==> src/hw/rtl/uartrx_pkg.sv <==
// Shared types and constants for the filtered UART byte receiver.
package uartrx_pkg;

	// Result status codes.
	localparam logic [1:0] STATUS_NONE     = 2'd0;
	localparam logic [1:0] STATUS_ACCEPTED = 2'd1;
	localparam logic [1:0] STATUS_FRAMING  = 2'd2;
	localparam logic [1:0] STATUS_FILTERED = 2'd3;

	// Frame format and filter.
	localparam int unsigned DATA_BITS   = 8;
	localparam logic [7:0]  FILTER_BYTE = 8'h7F;
	localparam logic [7:0]  ZERO_BYTE   = 8'h00;

	// Configuration register map.
	localparam int unsigned CFG_IDX_W   = 1;
	localparam int unsigned CFG_DATA_W  = 16;
	localparam logic [CFG_IDX_W-1:0] CFG_START_WAIT     = 1'd0;
	localparam logic [CFG_IDX_W-1:0] CFG_SAMPLE_SPACING = 1'd1;
	localparam logic [15:0] START_WAIT_RESET     = 16'd105;
	localparam logic [15:0] SAMPLE_SPACING_RESET = 16'd105;

	// One configuration write beat.
	typedef struct packed {
		logic                  wr;
		logic [CFG_IDX_W-1:0]  index;
		logic [CFG_DATA_W-1:0] data;
	} cfg_wr_t;

	// One result item.
	typedef struct packed {
		logic [1:0] status;
		logic [7:0] rx_byte;
	} result_t;

endpackage

==> src/hw/rtl/uartrx_frame.sv <==
// Frame tracker: tick counter, bit position, shift register and stop check.
module uartrx_frame (
	input  logic               clk,
	input  logic               arst_n,
	input  uartrx_pkg::cfg_wr_t cfg,
	input  logic               step,
	input  logic               rx_level,
	output uartrx_pkg::result_t result
);
	import uartrx_pkg::*;

	logic [15:0] start_wait_q;
	logic [15:0] sample_spacing_q;
	logic        last_level_q;
	logic        receiving_q;
	logic [15:0] tick_left_q;
	logic [3:0]  bit_position_q;
	logic [7:0]  shift_value_q;

	logic        receiving_d;
	logic [15:0] tick_left_d;
	logic [3:0]  bit_position_d;
	logic [7:0]  shift_value_d;

	// Next state and result for the current tick.
	always_comb begin
		receiving_d    = receiving_q;
		tick_left_d    = tick_left_q;
		bit_position_d = bit_position_q;
		shift_value_d  = shift_value_q;
		result.status  = STATUS_NONE;
		result.rx_byte = ZERO_BYTE;
		if (!receiving_q) begin
			if (last_level_q && !rx_level) begin
				receiving_d    = 1'b1;
				tick_left_d    = start_wait_q;
				bit_position_d = 4'd0;
				shift_value_d  = ZERO_BYTE;
			end
		end else if (tick_left_q > 16'd1) begin
			tick_left_d = tick_left_q - 16'd1;
		end else if (bit_position_q < 4'(DATA_BITS)) begin
			shift_value_d[bit_position_q[2:0]] = rx_level;
			bit_position_d = bit_position_q + 4'd1;
			tick_left_d    = sample_spacing_q;
		end else begin
			result.rx_byte = shift_value_q;
			if (!rx_level) begin
				result.status = STATUS_FRAMING;
			end else if (shift_value_q == ZERO_BYTE || shift_value_q == FILTER_BYTE) begin
				result.status = STATUS_FILTERED;
			end else begin
				result.status = STATUS_ACCEPTED;
			end
			receiving_d    = 1'b0;
			tick_left_d    = 16'd0;
			bit_position_d = 4'd0;
		end
	end

	// Configuration registers.
	always_ff @(posedge clk or negedge arst_n) begin
		if (!arst_n) begin
			start_wait_q     <= START_WAIT_RESET;
			sample_spacing_q <= SAMPLE_SPACING_RESET;
		end else if (cfg.wr) begin
			case (cfg.index)
				CFG_START_WAIT:     start_wait_q     <= cfg.data;
				CFG_SAMPLE_SPACING: sample_spacing_q <= cfg.data;
				default: ;
			endcase
		end
	end

	// Frame state, advanced once per accepted tick.
	always_ff @(posedge clk or negedge arst_n) begin
		if (!arst_n) begin
			last_level_q   <= 1'b1;
			receiving_q    <= 1'b0;
			tick_left_q    <= 16'd0;
			bit_position_q <= 4'd0;
			shift_value_q  <= 8'd0;
		end else if (step) begin
			last_level_q   <= rx_level;
			receiving_q    <= receiving_d;
			tick_left_q    <= tick_left_d;
			bit_position_q <= bit_position_d;
			shift_value_q  <= shift_value_d;
		end
	end

endmodule

==> src/hw/rtl/uartrx_out_reg.sv <==
// Result register that holds one result beat until the consumer takes it.
module uartrx_out_reg (
	input  logic                clk,
	input  logic                arst_n,
	input  logic                load,
	input  uartrx_pkg::result_t load_data,
	output logic                can_load,
	output logic                out_valid,
	input  logic                out_ready,
	output uartrx_pkg::result_t out_data
);
	import uartrx_pkg::*;

	logic    valid_q;
	result_t data_q;

	// A new beat may enter when the register is empty or is drained this cycle.
	assign can_load  = !valid_q || out_ready;
	assign out_valid = valid_q;
	assign out_data  = data_q;

	always_ff @(posedge clk or negedge arst_n) begin
		if (!arst_n) begin
			valid_q <= 1'b0;
		end else if (can_load) begin
			valid_q <= load;
		end
	end

	always_ff @(posedge clk) begin
		if (load && can_load) begin
			data_q <= load_data;
		end
	end

endmodule

==> src/hw/rtl/uart_byte_receiver_filtered_unit.sv <==
// Filtered 8N1 UART byte receiver: one line sample in, one status/byte result out.
// Each input beat is one tick of an oversampling timebase carrying the receive line
// level, and each beat yields exactly one result beat in the following cycle (status 0 on
// ticks that end no frame). A beat is accepted every cycle while the result register
// is empty or being drained, so the sustained rate is one tick per clock; the frame
// state update and the result register are the only timing path. Registers start_wait
// (index 0) and sample_spacing (index 1) are written through the configuration channel,
// which is always ready; a value of zero behaves as one.
module uart_byte_receiver_filtered_unit (
	input  logic                              clk,
	input  logic                              arst_n,
	input  logic                              cfg_valid,
	output logic                              cfg_ready,
	input  logic [uartrx_pkg::CFG_IDX_W-1:0]  cfg_index,
	input  logic [uartrx_pkg::CFG_DATA_W-1:0] cfg_data,
	input  logic                              in_valid,
	output logic                              in_ready,
	input  logic                              rx_level,
	output logic                              out_valid,
	input  logic                              out_ready,
	output logic [1:0]                        status,
	output logic [7:0]                        rx_byte
);
	import uartrx_pkg::*;

	cfg_wr_t cfg;
	result_t tick_result;
	result_t out_data;
	logic    step;

	// Configuration beats are taken at once.
	assign cfg_ready = 1'b1;
	assign cfg.wr    = cfg_valid;
	assign cfg.index = cfg_index;
	assign cfg.data  = cfg_data;

	assign step = in_valid && in_ready;

	uartrx_frame u_frame (
		.clk      (clk),
		.arst_n   (arst_n),
		.cfg      (cfg),
		.step     (step),
		.rx_level (rx_level),
		.result   (tick_result)
	);

	uartrx_out_reg u_out_reg (
		.clk       (clk),
		.arst_n    (arst_n),
		.load      (in_valid),
		.load_data (tick_result),
		.can_load  (in_ready),
		.out_valid (out_valid),
		.out_ready (out_ready),
		.out_data  (out_data)
	);

	assign status  = out_data.status;
	assign rx_byte = out_data.rx_byte;

endmodule

==> config.mk <==
export PLATFORM = sky130hd
export DESIGN_NAME = uart_byte_receiver_filtered_unit
export DESIGN_NICKNAME = d
export VERILOG_FILES = /design/src/hw/rtl/uartrx_pkg.sv /design/src/hw/rtl/uartrx_frame.sv /design/src/hw/rtl/uartrx_out_reg.sv /design/src/hw/rtl/uart_byte_receiver_filtered_unit.sv
export SDC_FILE = /design/constraint.sdc
export NUM_CORES = 1
export LEC_CHECK = 0
export BUFFER_PORTS_ARGS = -buffer_cell sky130_fd_sc_hd__buf_2
export CORE_AREA = 8 8 99 101
export CTS_BUF_LIST = sky130_fd_sc_hd__clkbuf_2 sky130_fd_sc_hd__clkbuf_4 sky130_fd_sc_hd__clkbuf_8
export CTS_CLUSTER_SIZE = 16
export DETAILED_ROUTE_END_ITERATION = 7
export DIE_AREA = 0 0 107 109
export GPL_ROUTABILITY_DRIVEN = 0
export PLACE_DENSITY = 0.65
export SLEW_MARGIN = 20
export SYNTH_ARGS = -nofsm -noshare
export SYNTH_HDL_FRONTEND = slang
export SYNTH_SLANG_ARGS = --single-unit
export TNS_END_PERCENT = 20
==> constraint.sdc <==
create_clock -name clk -period 2.8 [get_ports clk]
set_clock_uncertainty 0.2 [all_clocks]
set_input_delay 0 -clock clk [delete_from_list [all_inputs] [get_ports clk]]
set_output_delay 0 -clock clk [all_outputs]
set_load 0.03 [all_outputs]
# Word-level counts from Yosys, hierarchy flattened
# Index checks and enable logic that the tools add are counted.
# W data, S select, Z words.
# classes
n_addsub,2
n_lt_le_gt_ge,4
eq_ne,3
muxes,21
bitwise_logic,3
reduce_logical,16
# op_table
cell,count
$mux W16,4
$mux W8,4
$gt A16 B1 Y1 const B,1
$mux W4,4
$sub A16 B1 Y16 const B,1
$bwmux W8,1
$eq A8 B7 Y1 const B,1
$logic_not A8 Y1,1
$reduce_and A2 Y1,3
$mux W1,5
$add A4 B1 Y4 const B,1
$lt A3 B4 Y1 const B,1
$lt A4 B4 Y1 const B,1
$mux W2,2
$ne A2 B2 Y1 const B,2
$reduce_and A4 Y1,1
$reduce_or A4 Y1,1
$demux W1 S3,1
$ge A3 B1 Y1 const B,1
$logic_and A1 B1 Y1,3
$not A1 Y1,3
$reduce_and A3 Y1,1
$reduce_or A3 Y1,1
$logic_not A1 Y1,2
2 further kinds,3
# totals
reg_bits,73
elab_cells,60

# Logic depth before layout (Yosys ltp)
# Gate-level depths: netlist (run 1).
# depth
ltp_word,8
ltp_mapped,8
depth_no_buf,7

# By module
# From an unflattened synthesis (run 1), not the netlist that was laid out.
# unflattened
cells_unflattened,368
area_unflattened_um2,3846.2
# by_module_without_submodules
mod,n_inst,cells_per_inst,area_per_inst_um2,seq_area_each_um2
uartrx_frame,1,351,3474.6,1562.7
uartrx_out_reg,1,14,354.1,325.3
uart_byte_receiver_filtered_unit,1,3,17.5,0.0

# Least setup slack after synthesis (run 1)
# Ideal clock, no wire load.
# synth_timing
path_type,register to register
start,register u_frame.tick_left_q[10]
end,register u_frame.shift_value_q[4]
t_arrival_ns,2.333
t_required_ns,2.473
setup_slack_ns,0.140
stages_incl_launch_ff,7
cell_sequence,dfrtp_1 or4_4 or4_4 buf_6 or4_4 o211ai_1 o21ai_1
# synth_via
elab_chain_len,3
# synth_lines
item,line_no,rtl
start: declaration,uartrx_frame.sv:16,logic [15:0] tick_left_q;
start signal: assignment,uartrx_frame.sv:86,tick_left_q <= tick_left_d;
$gt A16 B1 Y1,uartrx_frame.sv:40,end else if (tick_left_q > 16'd1) begin
$ne A2 B2 Y1 (no line),n/a,
$reduce_and A4 Y1 (no line),n/a,
end signal: assignment,uartrx_frame.sv:88,shift_value_q <= shift_value_d;
end: declaration,uartrx_frame.sv:18,logic [7:0] shift_value_q;
# No other way between the ends.
# A chain may end at the register's enable or synchronous reset.

# Final worst setup path (run 1)
# layout_timing
start,register u_frame.tick_left_q[10]
end,register u_frame.tick_left_q[13]
# layout_via
elab_chain_len,3
word_cells_on_any_way,4
classes_between,1 x add/sub; 1 x order compare; 2 x mux
# layout_lines
item,line_no,rtl
$sub A16 B1 Y16 or $gt A16 B1 Y1 (tied branches),"uartrx_frame.sv:41, uartrx_frame.sv:40",
$mux W16 (*),uartrx_frame.sv:40,
$mux W16 (*),uartrx_frame.sv:33,if (!receiving_q) begin
# Every way passes the cells marked *; elsewhere a longest branch is shown, timed or not.

==> impl_metrics.ini, run 1 <==
[synth]
netlist_instances = 334
ys_seq_area_frac = 0.510
ys.flop_type = dfrtp_1
avgSynthCellArea_um2 = 11.1
synth_seq_cells = 73
synth_edf_count = 10
synth-async-reset-ratio = 0.863
synthTopCellsByArea = dfrtp_1, mux2_2, edfxtp_1
synth_top_area_frac = 0.365
ys.warnings.count = 0
yosys.area.top_type = dfrtp_1
syn-num-nets = 360
syn_area_um2 = 3700
synth.distinct_cells = 63

[clock_network]
numCtsBuffers = 9
cts_tree = built
cts_root_buffer = clkbuf_8
clkTransAtPathRegs_ps = 80
htree_levels = 3
clock_sinks = 73
cts_setup_buffers = 0
clock_path_buffers = 2
clock_latency_ps = 350

[timing]
tns_ps = 0
fin_crit_ps = 2700
fmax_mhz = 370
setup_viol_count_final = 0
hold_viol_final = 0
period_share = 0.965
worstMarginPinSlew_ps = 795
maxSlewHeadroom = 0.470
final_max_slew_viol_count = 0
rsz0062_at_grt = false

[critical_path]
required_ps = 2850
reg2reg_depth = 6
endpoint_kind = flop
worstSetupPathType = flop to flop
crit_fanout = 11
crit_arrival_ps = 2750
cp-start-kind = flop

[cells_and_area]
areaGrowthSynthToFinish_pct = 21.3
drive_above_1_share = 0.317
final_nets = 428
final_cell_area_um2 = 4490
num_antenna_cells = 0

[power_and_ir_drop]
power_density_nw_per_um2 = 722
ir_drop_v = 0.000354
total_leakage_power_nw = 1.84

[worst_hold_path]
hp-class = input port to flop
hold_depth = 4

[routing]
dr.pass1.iters = 4
wl_per_cell_um = 16.9
drc = 0
vias_per_cell = 5.67
antenna_left = 0
drt-total-wl_um = 8700
drt-initial-drc-count = 220
via_count = 2921

[die]
num_rows = 34
coreArea_um2 = 8380
dieArea_um2 = 11700
fp.dieW_um = 107
fp.dieH_um = 109
start_util = 0.441
ioPinCount = 36

[grt]
grt_max_degree = 64
grt_usage = 0.160
antenna_found_initial = 0
grt_pass1_wl_um = 14700
grt_pass1_vias = 2947
grt_overflow = 0

[placement]
port_buffers = 34
dp_hpwl_um = 6080
dpl_cell_area_um2 = 4090

[outcome]
outcome = complete, no violations

[run]
cap_violations = 0
-- sequential cells by signal, summed over array words and instances (netlist names), 4 cells and up --
register / cells
u_frame.tick_left_q: 16
u_frame.start_wait_q: 16
u_frame.shift_value_q: 8
u_frame.sample_spacing_q: 16
u_out_reg.out_data: 10
u_frame.bit_position_q: 4
-- through the flow --
step | setup WS (ps) | hold slack (ps) | instances | total power [mW] | utilization
after floorplan | 140 | -496 | 334 | 2.10 | -
after global placement | 122 | 11.9 | 479 | 2.38 | 0.488
after detailed placement | 98.5 | 21.1 | 479 | 2.40 | 0.488
after CTS | 103 | 32.9 | 515 | 3.26 | 0.535
after global routing | 2.28 | 54.4 | 515 | 3.44 | 0.536
final | 97.7 | 46.7 | 515 | 3.24 | 0.536
-- what timing repair did --
item / in CTS / in global routing
endpoints found under the hold margin: 98 / 0
setup endpoints to repair: 0 / 1
hold buffers: 20 / 0
gates resized for setup: 0 / 1
-- critical path, cell delays in order (launching register included) --
cell and delay, ps:
dfrtp_1 410, or4_4 580, or4_4 540, o21ai_0 370
buf_4 190, o21ai_0 80, a22o_1 230
-- worst paths after layout --
check                                                      endpoint  slack [ps]                               startpoint
setup / recovery                u_frame.tick_left_q[13]$_DFFE_PN0P_         100      u_frame.tick_left_q[10]$_DFFE_PN0P_
hold / removal                  u_frame.start_wait_q[4]$_DFFE_PN0P_          50                                cfg_index
setup reg to reg                u_frame.tick_left_q[13]$_DFFE_PN0P_         100      u_frame.tick_left_q[10]$_DFFE_PN0P_
hold reg to reg             u_frame.sample_spacing_q[8]$_DFFE_PN0P_         300  u_frame.sample_spacing_q[8]$_DFFE_PN0P_
max in group asynchronous  u_frame.sample_spacing_q[13]$_DFFE_PN0P_        1730                                   arst_n
min in group asynchronous   u_frame.sample_spacing_q[7]$_DFFE_PN0P_         150                                   arst_n
-- placed cells by master, fill, tap and decap left out, drive strengths merged, types with 11 or more instances in the layout --
master | netlist | layout
buf | 7 | 56
dfrtp | 54 | 54
mux2 | 33 | 33
o21ai | 31 | 31
dlygate4sd3 | 0 | 20
nand2 | 15 | 15
nor4 | 12 | 12
and2 | 11 | 11
nor2 | 11 | 11
nor3 | 11 | 11
-- area by class of cell --
cell class | count | area, um2
fillers | 762 | 3890
well taps | 108 | 135
multi-input cells | 235 | 1700
clock buffers | 10 | 138
repair buffers | 76 | 548
flip-flops and latches | 73 | 1890
inverters | 7 | 26.3
clock inverters | 6 | 57.6
-- synth_stat cells, types with 3 or more instances --
master	number
nor4_1	9
and2_1	11
or4_4	3
dfstp_2	9
buf_2	3
mux2_2	33
nand2_1	15
o211ai_1	6
xnor2_1	3
nor2b_1	9
o22ai_1	3
a31o_2	3
a32oi_1	3
dfrtp_1	54
or4_1	3
a22oi_1	5
nand3_1	9
o21ai_0	26
mux2i_1	3
o21ai_1	5
and3_1	6
nor3_1	10
a2bb2oi_1	3
clkbuf_1	11
nor2_1	11
edfxtp_1	10
a211oi_1	4
inv_1	6
a21oi_1	8
ha_1	3
nand4_1	6
nand2b_1	5
-- routing by layer --
layer,up-vias,part of all wire,GRT usage
met5,-,0,0
met2,74,0.49,0.261
li1,1394,-,-
met4,0,0.014,0.0593
met1,1443,0.44,0.200
met3,10,0.056,0.0414
-- kinds of logic after synthesis --
| family | share of synthesized area |
|---|---|
| and+or+nand+nor | 0.179 |
| AOI/OAI and AO/OA | 0.148 |
| DFF | 0.510 |
| xor gates and xnor gates | 0.00947 |
| muxes | 0.109 |
| adders and majority gates | 0.0101 |
| other | 0.00101 |
| buffers and inverters | 0.0328 |
-- report_power, final --
group	total [mW]	internal [mW]	switching [mW]
Sequential	1.54	1.30	0.244
Combinational	0.875	0.418	0.457
Clock	0.824	0.430	0.394
Total	3.24	2.15	1.10
Power figures use the tool's default switching activity.
==> run 2, diff against run 1 <==
Settings changed: ABC_AREA set to 1, CORE_AREA 8 8 99 101 to 8 8 102 104, DIE_AREA 0 0 107 109 to 0 0 110 112, MAX_ROUTING_LAYER set to met4, PLACE_DENSITY 0.65 to 0.64.
==> run 2 against run 1 <==
Worst setup slack better by 610 ps. Die area up 5.6%. Largest cell class unchanged. Global-route usage down 0.64 points. Fmax is 29% higher. Via count grew 11%.
==> impl_metrics.ini, run 2 <==
[timing]
worstMarginPinSlew_ps = 906
setup_viol_count_final = 0
fmax_mhz = 478
fin_ws_ps = 710
hold_ws_ps = 33.3
period_share = 0.747
maxSlewHeadroom = 0.395
tns_ps = 0
rsz0062_at_grt = false
final_max_slew_viol_count = 0
hold_viol_final = 0
fin_crit_ps = 2090

[clock_network]
clock_path_buffers = 2
numCtsBuffers = 9
cts_tree = built
cts_setup_buffers = 0
clock_latency_ps = 350
clock_sinks = 73
htree_levels = 3
cts_root_buffer = clkbuf_8
clkTransAtPathRegs_ps = 90

[routing]
met2_length_um = 3690
drt-met1-wl_um = 4080
dr.pass1.iters = 4
routed.top_layer = met4
vias_per_cell = 4.84
via_count = 3235
drt-initial-drc-count = 237
wl_per_cell_um = 12.4
met3_length_um = 395
drc = 0
antenna_left = 0
drt-total-wl_um = 8320

[die]
dieArea_um2 = 12300
fp.dieH_um = 112
start_util = 0.440
num_rows = 35
ioPinCount = 36
coreArea_um2 = 8890
fp.dieW_um = 110

[critical_path]
worstSetupPathType = flop to flop
slowest_stage = dfrtp_1
endpoint_kind = flop
critPathMostFrequentCell = nand2_1
critPathMaxStageDelay_ps = 400
crit_fanout = 17
crit_arrival_ps = 2140
required_ps = 2850
path_cells = inv_1 -> ha_1 -> inv_1 -> nand2_1 -> nand2_1 -> nor2_4 -> nand2_4 -> a21oi_4 -> nand3_1 -> nand2_1 -> nand2_1
r2r_setup_slack_ps = 710
cp-start-kind = flop

[power_and_ir_drop]
power_mw = 3.33
total_leakage_power_nw = 2.25
ir_drop_v = 0.000346
power_density_nw_per_um2 = 730

[synth]
avgSynthCellArea_um2 = 7.80
ys_seq_area_frac = 0.483
yosys.area.top_type = dfrtp_1
synth_edf_count = 10
syn-num-nets = 527
netlist_instances = 501
synth.distinct_cells = 36
syn_area_um2 = 3910
ys.warnings.count = 0
synthTopCellsByArea = dfrtp_1, nand2_1, edfxtp_1
synthTopCellsByCount = nand2_1, inv_1, dfrtp_1, nor2_1, o21ai_0
yosysMostFrequentCell = nand2_1
synth-async-reset-ratio = 0.863
synth_top_area_frac = 0.346
synth_seq_cells = 73
ys.flop_type = dfrtp_1

[cells_and_area]
top_regs = u_frame.sample_spacing_q: 16 flops, u_frame.start_wait_q: 16 flops, u_frame.tick_left_q: 16 flops
areaGrowthSynthToFinish_pct = 16.7
final_core_util = 0.513
final_common_cell = nand2_1
seqCellArea_um2 = 1890
final_nets = 579
num_antenna_cells = 0
n_fill_cell = 857
multi_input_area_um2 = 1680
final_cell_area_um2 = 4560
drive_above_1_share = 0.163
layoutNonFillerInstCount = 669
layout_common_cells = nand2_1, inv_1, dfrtp_1

[placement]
port_buffers = 34
dp_hpwl_um = 5780
post-place-ws_ps = 730
dpl_cell_area_um2 = 4150
dpl.cell_count = 632

[grt]
grt_pass1_wl_um = 14800
grt_usage = 0.153
grt_pass1_vias = 3241
antenna_found_initial = 0
grt_max_degree = 64
grt_overflow = 0

[run]
cap_violations = 0

[worst_hold_path]
hp-class = input port to flop

[outcome]
outcome = complete, no violations
[run 2: cell types whose count changed in the layout (fill, tap and decap cells not counted), sizes merged, moves of 6 or more]
cell / before / now
a21oi: 8 / 20
and2: 11 / 0
and3: 6 / 0
buf: 56 / 39
inv: 6 / 65
mux2: 33 / 0
nand2: 15 / 139
nand3: 9 / 41
nor2: 11 / 60
nor2b: 9 / 0
nor4: 12 / 4
o21ai: 31 / 48
or4: 6 / 0
[run 2: metal layers]
layer | vias up | GRT usage
met5 | - | -
met4 | 0 | 0.0631
met3 | 13 | 0.0295
met2 | 62 | 0.225
met1 | 1466 | 0.201
li1 | 1694 | -
[run 2: layout make-up]
class / instances / area share
inverters: 63 / 0.0518
well taps: 111 / 0.0304
repair buffers: 60 / 0.0916
clock buffers: 9 / 0.0271
multi-input cells: 346 / 0.368
flip-flops and latches: 73 / 0.414
clock inverters: 7 / 0.0170
[run 2: repair_timing]
action | CTS | global route
endpoints found under the hold margin | 98 | 0
hold buffers | 21 | 0
resized for setup | 0 | 0
[run 2: logic make-up after synthesis]
| group | share of synthesized area |
|---|---|
| DFF | 0.483 |
| xor gates and xnor gates | 0.0134 |
| and+or+nand+nor | 0.307 |
| other | 0.000959 |
| adders and majority gates | 0.00960 |
| buffers and inverters | 0.0874 |
| AOI/OAI and AO/OA | 0.0989 |
[run 2: worst paths after layout]
check	cells after the start	start	endpoint
setup / recovery	11	u_frame.tick_left_q[0]$_DFFE_PN0P_	u_frame.shift_value_q[4]$_DFFE_PN0P_
hold / removal	4	out_ready	u_out_reg.out_data[9]$_SDFFCE_PP0P_
setup reg to reg	11	u_frame.tick_left_q[0]$_DFFE_PN0P_	u_frame.shift_value_q[4]$_DFFE_PN0P_
hold reg to reg	2	u_frame.start_wait_q[9]$_DFFE_PN0P_	u_frame.start_wait_q[9]$_DFFE_PN0P_
max in group asynchronous	3	arst_n	u_frame.sample_spacing_q[10]$_DFFE_PN0P_
min in group asynchronous	3	arst_n	u_frame.sample_spacing_q[2]$_DFFE_PN0P_
[run 2: where the power goes]
group / switching, mW / leakage, nW / internal, mW / total [mW]
clock network: 0.425 / 0.102 / 0.419 / 0.844
logic: 0.605 / 1.27 / 0.373 / 0.977
registers: 0.224 / 0.869 / 1.28 / 1.51
total: 1.25 / 2.25 / 2.08 / 3.33
[run 2: critical path, delay by kind of cell, from the launching register on]
| kind | cells | cell delay (ps) |
|---|---|---|
| fa+ha+maj | 1 | 190 |
| compound gates | 1 | 330 |
| flops | 1 | 400 |
| simple gates | 7 | 660 |
| buf+inv | 2 | 190 |
==> run 3, diff against run 2 <==
Clock period 2.8 ns to 1.9 ns, I/O delays scaled along.
==> run 3 against run 2 <==
The run now ends with hold timing, setup timing left. Die area did not move. Register-to-register slack worse by 770 ps. Hold slack worse by 37 ps. Critical path depth stayed put. Non-clock buffer count is 28 higher. Fmax rose by 6.5%. Total power up 63%. Critical path type unchanged. Highest routed layer unchanged.
==> impl_metrics.ini, run 3 (synthesized netlist as in run 2, its figures left out) <==
[grt]
grt_pass1_vias = 3440
grt_pass1_wl_um = 15900
grt_max_degree = 41
grt_overflow = 0
antenna_found_initial = 0
grt_usage = 0.164

[run]
cap_violations = 0

[cells_and_area]
layoutNonFillerInstCount = 700
areaGrowthSynthToFinish_pct = 28.3
layout_common_cells = nand2_1, inv_1, dfrtp_1
final_common_cell = nand2_1
top_regs = u_frame.sample_spacing_q: 16 flops, u_frame.start_wait_q: 16 flops, u_frame.tick_left_q: 16 flops
final_nets = 610
num_antenna_cells = 0
drive_above_1_share = 0.253
n_fill_cell = 822

[routing]
wl_per_cell_um = 13.5
vias_per_cell = 4.96
via_count = 3475
drt-total-wl_um = 9480
dr.pass1.iters = 4
drt-initial-drc-count = 214
antenna_left = 0
drc = 0

[critical_path]
slowest_stage = dfrtp_1
crit_arrival_ps = 2000
crit_family = simple AND/OR/NAND/NOR gates
required_ps = 1940
crit_fanout = 6
critPathBufInv = 2
path_cells = inv_2 -> ha_4 -> inv_1 -> nand2_2 -> nand2_2 -> nor2_4 -> nand2_8 -> a21oi_4 -> nand3_1 -> nand2_1 -> nand2_1
worstSetupPathType = flop to flop
endpoint_kind = flop
cp-start-kind = flop
critPathMaxStageDelay_ps = 400
r2r_setup_slack_ps = -60

[timing]
maxSlewHeadroom = 0.593
tns_ps = -505
worstMarginPinSlew_ps = 610
setup_viol_count_final = 14
period_share = 1.03
final_max_slew_viol_count = 0
rsz0062_at_grt = true
fin_crit_ps = 1960
hold_ws_ps = -3.82
fin_ws_ps = -62.3
fmax_mhz = 510
hold_viol_final = 10

[power_and_ir_drop]
ir_drop_v = 0.000553
power_density_nw_per_um2 = 1080
total_leakage_power_nw = 2.41

[clock_network]
clock_latency_ps = 350
cts_tree = built
cts_root_buffer = clkbuf_8
clock_path_buffers = 2
numCtsBuffers = 9
clock_sinks = 73
clkTransAtPathRegs_ps = 80
htree_levels = 3

[outcome]
violations = hold timing, setup timing
outcome = finished with violations

[die]
coreArea_um2 = 8890
dieArea_um2 = 12300
start_util = 0.440
fp.dieH_um = 112
ioPinCount = 36
num_rows = 35
fp.dieW_um = 110

[placement]
port_buffers = 34
dp_hpwl_um = 6440
dpl.cell_count = 654

[worst_hold_path]
hp-class = input port to asynchronous set/reset pin
## run 3: cell count changes in the layout (fill, tap and decap cells not counted), sizes merged
cell         before  now
inv              65   63
nor2             60   61
nand2           139  140
a21oi            20   21
dlygate4sd3      21   24
buf              39   64
clkinv            4    3
clkinvlp          0    1
clkbuf            9   10
bufinv            1    2
## run 3: worst register-to-register path, stage by stage (launching register included)
cell and delay (ps):
dfrtp_1 400, inv_2 100, ha_4 130, inv_1 50, nand2_2 60, nand2_2 60
nor2_4 240, nand2_8 130, a21oi_4 240, nand3_1 100, nand2_1 80, nand2_1 60
## run 3: power breakdown
part	internal [mW]	switching (mW)
Combinational	0.777	1.15
Sequential	1.89	0.271
Clock	0.748	0.590
## run 3: layout make-up
type | instances | area, um2 | share of cell area
tap | 111 | 139 | 0.0277
clock buffer | 10 | 131 | 0.0262
clock inverter | 6 | 82.6 | 0.0165
multi-input combinational | 349 | 1870 | 0.374
inverter | 63 | 236 | 0.0471
sequential | 73 | 1890 | 0.376
timing repair buffer | 88 | 664 | 0.132
## run 3: through the flow
step	utilization	setup WS (ps)	instance area, um2	power [mW]
floorplan	-	18.4	3920	3.31
global placement	0.489	-17.7	4350	3.86
detailed placement	0.489	-55.7	4350	3.90
CTS	0.541	-49.6	4810	5.28
global route	0.564	-169	5020	5.82
finish	0.564	-62.3	5020	5.43
## run 3: worst paths after layout
path | start | end | cells past startpoint
max in group asynchronous | arst_n | u_frame.start_wait_q[5]$_DFFE_PN1P_ | 3
min in group clk | out_ready | u_frame.last_level_q$_DFFE_PN1P_ | 6
worst max-delay path | u_frame.tick_left_q[1]$_DFFE_PN0P_ | u_frame.shift_value_q[0]$_DFFE_PN0P_ | 11
worst max register to register | u_frame.tick_left_q[1]$_DFFE_PN0P_ | u_frame.shift_value_q[0]$_DFFE_PN0P_ | 11
worst min-delay path | arst_n | u_frame.tick_left_q[14]$_DFFE_PN0P_ | 2
worst min register to register | u_frame.sample_spacing_q[9]$_DFFE_PN0P_ | u_frame.sample_spacing_q[9]$_DFFE_PN0P_ | 2
## run 3: repair_timing
item | in CTS | in global routing
buffers inserted | 0 | 3
pin swaps | 1 | 20
hold buffers | 24 | 0
endpoints found under the hold margin | 101 | 0
gates cloned | 1 | 2
resized for setup | 0 | 42
endpoints found under the setup margin | 11 | 27
## run 3: routing by layer
metal | up-vias | wire [um] | global-route usage
li1 | 1755 | - | -
met1 | 1642 | 4340 | 0.205
met2 | 66 | 4660 | 0.259
met3 | 12 | 336 | 0.0300
met4 | 0 | 144 | 0.0559
met5 | - | 0 | -
